**src/hw/rtl/depth_pixel_registration_macros.svh**
```systemverilog
// ----------------------------------------------------------------------------
// Depth pixel registration assertion macros
// Small wrappers for the concurrent checks of the registration block.
// ----------------------------------------------------------------------------
`ifndef DEPTH_PIXEL_REGISTRATION_MACROS_SVH
`define DEPTH_PIXEL_REGISTRATION_MACROS_SVH
`ifndef NO_ASSERTIONS
// condition must never hold outside reset
`define DPR_ASSERT_NEVER(label, cond) \
   label: assert property (@(posedge clock) disable iff (reset) !(cond)) \
      else $error("check failed");
// antecedent implies consequent in the same cycle, outside reset
`define DPR_ASSERT_IMPL(label, ante, cons) \
   label: assert property (@(posedge clock) disable iff (reset) (ante) |-> (cons)) \
      else $error("check failed");
// antecedent implies consequent in the next cycle, checked through reset
`define DPR_ASSERT_NEXT(label, ante, cons) \
   label: assert property (@(posedge clock) (ante) |=> (cons)) \
      else $error("check failed");
`else
`define DPR_ASSERT_NEVER(label, cond)
`define DPR_ASSERT_IMPL(label, ante, cons)
`define DPR_ASSERT_NEXT(label, ante, cons)
`endif
`endif

```
**src/hw/rtl/dpr_pkg.sv**
```systemverilog
// ----------------------------------------------------------------------------
// Depth pixel registration package
// Frame geometry, table sizes, codes and the queue word type.
// ----------------------------------------------------------------------------
package dpr_pkg;

   localparam int FRAME_WIDTH    = 640;
   localparam int FRAME_HEIGHT   = 480;
   localparam int RAW_LEVELS     = 2048;
   localparam int MAX_DEPTH_MM   = 10000;
   localparam int QUEUE_DEPTH    = 4;
   localparam int QCNT_W         = $clog2(QUEUE_DEPTH + 1);
   localparam int QPTR_W         = $clog2(QUEUE_DEPTH);

   // item modes
   typedef enum logic [1:0] {
      MODE_LOAD_MM    = 2'd0,
      MODE_LOAD_SHIFT = 2'd1,
      MODE_PIXEL      = 2'd2
   } mode_type;

   // register indexes
   typedef enum logic [1:0] {
      CSR_LINE_OFFSET  = 2'd0,
      CSR_PIXEL_SIZE   = 2'd1,
      CSR_PLANE_DIST   = 2'd2
   } csr_index_type;

   // word handed from front to back
   typedef struct packed {
      logic [13:0]        metric_z;
      logic [9:0]         column;
      logic [8:0]         row;
      logic signed [31:0] reg_x;
      logic signed [31:0] reg_y;
      logic signed [31:0] shift;
   } dpr_entry_type;

endpackage

```
**src/hw/rtl/dpr_fifo.sv**
```systemverilog
// ----------------------------------------------------------------------------
// Depth pixel registration queue
// Short word queue between front and back ends.
// ----------------------------------------------------------------------------
module dpr_fifo (
   input  logic                       clock,
   input  logic                       reset,
   input  logic                       push,
   input  dpr_pkg::dpr_entry_type     push_data,
   input  logic                       pop,
   output dpr_pkg::dpr_entry_type     pop_data,
   output logic [dpr_pkg::QCNT_W-1:0] level
);
   import dpr_pkg::*;

   dpr_entry_type     mem_ff [QUEUE_DEPTH];
   logic [QPTR_W-1:0] wp_ff, rp_ff;
   logic [QCNT_W-1:0] cnt_ff;

   always_ff @(posedge clock) begin
      if (reset) begin
         wp_ff  <= '0;
         rp_ff  <= '0;
         cnt_ff <= '0;
      end else begin
         if (push) begin
            wp_ff <= wp_ff + QPTR_W'(1);
         end
         if (pop) begin
            rp_ff <= rp_ff + QPTR_W'(1);
         end
         cnt_ff <= cnt_ff + QCNT_W'(push) - QCNT_W'(pop);
      end
      if (push) begin
         mem_ff[wp_ff] <= push_data;
      end
   end

   assign pop_data = mem_ff[rp_ff];
   assign level    = cnt_ff;
endmodule

```
**config.mk**
```make
export PLATFORM = sky130hd
export DESIGN_NAME = dpr_fifo
export DESIGN_NICKNAME = d
export VERILOG_FILES = /design/src/hw/rtl/depth_pixel_registration_macros.svh /design/src/hw/rtl/dpr_pkg.sv /design/src/hw/rtl/dpr_fifo.sv
export SDC_FILE = /design/constraint.sdc
export NUM_CORES = 1
export LEC_CHECK = 0
export BUFFER_PORTS_ARGS = -buffer_cell sky130_fd_sc_hd__buf_2
export CAP_MARGIN = 20
export CORE_MARGIN = 3
export CORE_UTILIZATION = 35
export CTS_BUF_LIST = sky130_fd_sc_hd__clkbuf_8
export DETAILED_ROUTE_END_ITERATION = 10
export PLACE_DENSITY = 0.64
export RECOVER_POWER = 100
export SLEW_MARGIN = 0
export SYNTH_ARGS = -nofsm -noshare
export SYNTH_HDL_FRONTEND = slang
export SYNTH_SLANG_ARGS = --single-unit
```
**constraint.sdc**
```tcl
create_clock -name clock -period 7.65 [get_ports clock]
set_clock_uncertainty 0.1 [all_clocks]
set_input_delay 1.1475 -clock clock [delete_from_list [all_inputs] [get_ports clock]]
set_output_delay 1.1475 -clock clock [all_outputs]
set_load 0.02 [all_outputs]
```
==> results of run 1 <==
[per-layer routing]
layer | up-vias | wire length [um] | GRT usage (%)
met4 | 4 | 818 | 5.17
met3 | 65 | 3050 | 5.26
met2 | 263 | 18800 | 22.0
met1 | 4518 | 15100 | 15.9
met5 | - | 31 | 0
li1 | 3773 | - | -
[worst reg2reg max path, stage by stage, from the launching register on]
cell	delay (ns)
dfxtp_1	0.34
inv_1	0.10
ha_1	0.14
and2_0	0.81
clkbuf_1	2.82
[registers in the layout, indices dropped and copies added, names as in the netlist, named ones only]
signal,count
mem_ff,516
level,3
wp_ff,2
rp_ff,2
[cell usage after synthesis (all sizes together)]
master  number
fa           1
nor2b        2
dfxtp        9
a21oi        1
a21bo        1
ha           6
xnor2        2
edfxtp     516
clkbuf       4
buf         24
nor2         5
nand3b       1
xor3         1
mux4       129
and2         4
mux2i        1
inv          6
[stage by stage]
step	instance area, sq um	cells	power, uW	utilization (%)	setup WS [ns]
after floorplan	19000	713	3850	-	2.94
after global placement	21100	1649	4070	39.7	4.01
after detailed placement	21100	1649	4090	39.7	4.03
after CTS	22600	1796	6290	42.6	3.26
after global routing	22300	1796	6440	41.9	1.96
final	22300	1799	6150	41.9	2.46
[area by class of cell]
type	count	area share, %
flip-flops and latches	525	70.4
well taps	688	3.86
diodes	3	0.0337
clock buffers	89	5.50
multi-input cells	154	14.0
inverters	6	0.101
clock inverters	58	1.28
repair buffers	276	4.83
[kinds of logic after synthesis]
kind of cell,after synthesis
AO/OA/AOI/OAI,2
XOR/XNOR,3
adder cells (fa/ha/maj),7
buffers and inverters,34
flip-flops,525
multiplexers,130
AND/OR/NAND/NOR,12
[final timing paths]
check / startpoint / end / slack (ns)
max: push / mem_ff[0][34] / 2.46
min: rp_ff[1] / register / 0.42
max reg2reg: wp_ff[0] / mem_ff[0][34] / 2.72
min reg2reg: rp_ff[1] / register / 0.42
[report_power, final]
group / internal [uW] / switching (uW) / total (uW)
Sequential: 3320 / 39.8 / 3360
Clock: 1110 / 1050 / 2160
Combinational: 224 / 395 / 619
[cells in the final DEF, fill, tap and decap left out]
cell type and n:
clkbuf_1 266, dfxtp_4 1, clkinv_2 9, inv_8 1
clkbuf_8 89, inv_1 30, nor2_1 5, xnor2_1 2
buf_12 1, diode_2 3, a21bo_2 1, clkinv_1 18
and2_0 4, nor2b_1 2, inv_6 3, ha_1 6
a21oi_1 1, mux4_2 129, edfxtp_1 516, clkinvlp_4 2
bufinv_16 1, fa_1 1, dfxtp_1 8, buf_4 5
mux2i_1 1, buf_2 4, nand3b_1 1, xor3_1 1
==> results.md, run 1 <==
* Leak pwr at 0.00687 uW
* Post-CTS Setup Inserts at 0
* DIE WIDTH at 239 um
* Post-synthesis simple-gate area fraction at 0.335%
* Syn_nets at 853
* Hold buffer count at CTS at 0
* #FFs+latches synth at 525
* Worst path max stage delay at 2.81 ns
* Layout Nets at 1191
* CTS tree: built
* CP Class: in -> reg
* Fraction of layout cells with a size suffix above 1 at 22.2%
* Crit-path leading delay family: buffers and inverters
* Clk_lat worst skew at 0.64 ns
* I/O Buffers at 264
* Post-Syn Area at 19000 sq um
* H-tree lvl count at 3
* Antenna-violating nets left at 0
* Slowest CP cell: clkbuf_1
* Critical Path Start Type: input port
* Synth area leaders: edfxtp_1 81%, mux4_2 15%, dfxtp_1 0.95%
* Core Region at 53200 sq um
* Fin crit period at 5.19 ns
* Die Ht at 239 um
* Final setup vio count at 0
* Syn_area_per_cell at 26.7 sq um
* Gpl congestion at 0.713
* Crit path buf inv count at 2
* CTS Buf Count at 88
* Cell mode on critical path: clkbuf_1
* Detailed-route DRC error count at 0
* Vias at 8623
* Sequential share of the synthesized area at 82.3%
* Main combinational cell family by area after synthesis: multiplexers
* Cts repair resizes at 0
* Synth cell types at 19
* GRT overflow at 0
* Adder-cell area share of the yosys netlist at 0.499%
* Hold Vio Cnt, Final at 0
* Achievable Freq at 193 MHz
* Largest net degree at the start of global routing at 68
* Register Area at 15700 sq um
* Top Ports at 265
* Worst r2r path cells at 4
* Clock Tree Buf Depth at 3
* Worst-Margin Slew at 4.18 ns
* Max FO, Critical Path at 61
* Cell Pwr Density at 276 nW/um^2
* Wirelength per Cell at 21.0 um
* Top cell type's share of synthesized area at 81.3%
* Drt initial violations at 486
* Die area at 57300 sq um
* Initial Utilization at 35.8%
* Yosys top cell by area: edfxtp_1
* Number of global-route vias before repair at 9640
* Failing checks: capacitance limit, slew limit
* Hpwl dp at 21800 um
* XOR/XNOR share of the synthesized area at 0.217%
* Clock root buffer: clkbuf_8
* Vias per cell at 4.79
* Synth warnings at 0
* Mux share of post-synthesis cell area at 15.3%
* Max-cap violations at 8
* Initial antenna violation count at 5
* Site row count at 84
* Crit path DAT at 5.24 ns
* Status: finished with violations
* CTS sink cnt at 525
* First-pass GRT wire length at 57300 um
* Syn Inst Count at 713
* Setup_tns at 0 ns
* Slew margin rel. at -179%
* Period utilisation layout at 67.9%
* Crit. End Element: register
* Max Slew Vio Count at 391
* GRT Util Overall at 13.4%
* WP depth at 3
* RSZ-0062 raised after global routing: false
* # fillers at 4727
* Final wirelength at 37800 um
* Required @ worst endpoint at 7.70 ns
* Clk pin slew, worst setup/hold paths at 0.05 ns
* Worst hold path depth at 2
* Peak VDD IR at 0.000166 V
* Area of the multi-input gates at 3130 sq um
* Hold Path Class: reg -> reg
* Area growth, synth to finish at 17.0%
* Compound-Gate Fraction of Synth Area at 0.0788%
* Hold slack at 0.420 ns
* 1st-pass router iterations at 4
* Crit path cell chain: clkbuf_1 -> and2_0 -> clkbuf_1
Note: power is estimated with default switching activity, not from simulation.
==> run 2, diff against run 1 <==
- ABC_AREA: default -> 1
- clock period: 7.65 -> 5.1 ns (I/O delays scaled with it)
==> run 2 against run 1 <==
The run still ends with capacitance limit, slew limit left; first-iteration DRC count up 56%; hold slack worse by 0.17 ns; worst setup slack worse by 1.3 ns; count of clock-buffer cells in the layout unchanged; sequential power up 49%; global-route usage up 1.1 points; core utilization down 0.098 points; largest power group unchanged; highest routed layer unchanged.
==> results.md, run 2 <==
* Number of global-route vias before repair at 12.1k
* # fillers at 5215
* Clock Tree Buf Depth at 3
* Top reg by flops: mem_ff
* Syn_nets at 1574
* Max-cap violations at 4
* Required @ worst endpoint at 4.24 ns
* Max reg flops at 516
* Top cell type's share of synthesized area at 78.1%
* H-tree lvl count at 3
* Area growth, synth to finish at 17.1%
* Largest net degree at the start of global routing at 133
* RSZ-0062 raised after global routing: false
* Sequential share of the synthesized area at 79.0%
* I/O Buffers at 264
* Layout Nets at 1856
* Clock root buffer: clkbuf_8
* Crit path DAT at 3.11 ns
* Hold buffer count at CTS at 0
* 1st-pass router iterations at 5
* Hold Path Class: in -> reg
* Most frequent cells in the layout: 516 x edfxtp_1, 390 x nor2_1, 237 x clkbuf_1
* #FFs+latches synth at 525
* Clk pin slew, worst setup/hold paths at 0.06 ns
* Critical Path Start Type: register
* Post-CTS Setup Inserts at 0
* Reg-to-reg endpoint: mem_ff[2][17]
* Fin crit period at 3.98 ns
* Hpwl dp at 23900 um
* Failing checks: capacitance limit, slew limit
* Worst-Margin Slew at 3.22 ns
* Status: finished with violations
* Number of flops mapped to enable cells by yosys at 516
* Top Ports at 265
* Hold slack at 0.255 ns
* Hold Vio Cnt, Final at 0
* Period utilisation layout at 78.0%
* CTS tree: built
* Max FO, Critical Path at 85
* First-pass GRT wire length at 67200 um
* Fin cells at 2542
* Yosys top cell by area: edfxtp_1
* Synth cell types at 21
* CTS Buf Count at 89
* Slew margin rel. at -115%
* DIE WIDTH at 244 um
* Vias at 12.1k
* Wirelength per Cell at 17.2 um
* CTS sink cnt at 525
* Max Slew Vio Count at 253
* Syn_area_per_cell at 13.8 sq um
* Peak VDD IR at 0.000249 V
* Die area at 59600 sq um
* Crit. End Element: output port
* Initial Utilization at 35.7%
* Utilization after layout at 41.8%
* CP Class: reg -> out
* Cts repair resizes at 0
* Antenna-violating nets left at 0
* GRT overflow at 0
* Core Region at 55500 sq um
* Final setup vio count at 0
* Syn Inst Count at 1434
* GRT Util Overall at 14.5%
* Commonest non-fill, non-tap cell in the layout: edfxtp_1
* Count leader, synth: edfxtp_1
* R2r setup slk at 1.28 ns
* Clk_lat worst skew at 0.65 ns
* Die Ht at 244 um
* Reg2reg start: wp_ff[0]
* Vias per cell at 4.76
* Post-DP Area at 21800 sq um
* Synth area leaders: edfxtp_1 78%, nor2_1 7.4%, o21ai_1 5.3%
* Worst r2r path cells at 5
* Asr flop ratio synth at 0%
* Top post-synthesis cells by count: 516 x edfxtp_1, 390 x nor2_1, 211 x o21ai_1, 176 x o21ai_0, 34 x buf_2
* Fraction of layout cells with a size suffix above 1 at 8.77%
* Detailed-route DRC error count at 0
* Worst setup endpoint: pop_data[102]
* Main synth FF type: edfxtp_1
* Final wirelength at 43700 um
* Inst Count DP at 2373
* Gpl congestion at 0.753
* Setup_tns at 0 ns
* Site row count at 86
* Post-route cell area at 23200 sq um
* Achievable Freq at 251 MHz
* Synth warnings at 0
* Initial antenna violation count at 8
* Cell Pwr Density at 410 nW/um^2
* Leak pwr at 0.00770 uW
* Post-Syn Area at 19800 sq um
* Drt initial violations at 760
-- run 2: cell count changes after synthesis, moves of 12 or more --
cell | before | now
mux4_2 | 129 | 0
nand2_1 | 0 | 12
clkbuf_1 | 4 | 33
nor2_1 | 5 | 390
o21ai_0 | 0 | 176
o21ai_1 | 0 | 211
buf_2 | 9 | 34
-- run 2: metal layers --
metal | up-vias | share of wire, % | global-route usage, %
li1 | 5786 | - | -
met1 | 5845 | 40 | 16.9
met2 | 368 | 48 | 24.0
met3 | 92 | 9.1 | 6.03
met4 | 10 | 2.7 | 5.45
met5 | - | 0.15 | 0
-- run 2: logic make-up after synthesis --
family | share of synthesized area [%]
buf+inv | 2.88
flops | 79.0
compound gates | 9.88
simple gates | 7.72
fa+ha+maj | 0.479
-- run 2: where the power goes --
part | switching [uW] | total [uW] | internal [uW]
sequential | 46.0 | 4990 | 4940
combinational | 699 | 932 | 233
clock | 1660 | 3610 | 1950
-- run 2: worst min-delay path by stage --
stage	from	to	slack [ns]	depth (start not counted)
final	push_data[35]	mem_ff[3][35]	0.26	1
after global routing	push_data[35]	mem_ff[0][35]	0.19	1
after CTS	push_data[121]	mem_ff[1][121]	0.11	1
after detailed placement	wp_ff[0]	wp_ff[0]	0.40	2
after global placement	wp_ff[0]	wp_ff[0]	0.39	2
after floorplan	wp_ff[0]	wp_ff[0]	0.37	2
-- run 2: per-stage QoR --
step                total power (uW)  worst slack [ns]
floorplan                       5690              1.23
global route                    9960             0.825
CTS                             9690              1.32
finish                          9520              1.12
detailed placement              6070              2.08
global placement                6040              2.09
-- run 2: worst max-delay path: stages, from the launching register on --
cell and delay (ns):
dfxtp_1 0.36, inv_6 0.45, clkbuf_2 0.79, o21ai_0 0.21
o21ai_0 0.33, buf_2 0.23
-- run 2: final cells by class --
| type | instances | area (sq um) | area share [%] |
|---|---|---|---|
| antenna | 4 | 10.0 | 0.0431 |
| clock buffer | 89 | 1220 | 5.28 |
| clock inverter | 76 | 494 | 2.13 |
| inverter | 19 | 81.3 | 0.350 |
| multi-input combinational | 804 | 3590 | 15.4 |
| sequential | 525 | 15700 | 67.5 |
| tap | 748 | 936 | 4.03 |
| timing repair buffer | 277 | 1200 | 5.18 |
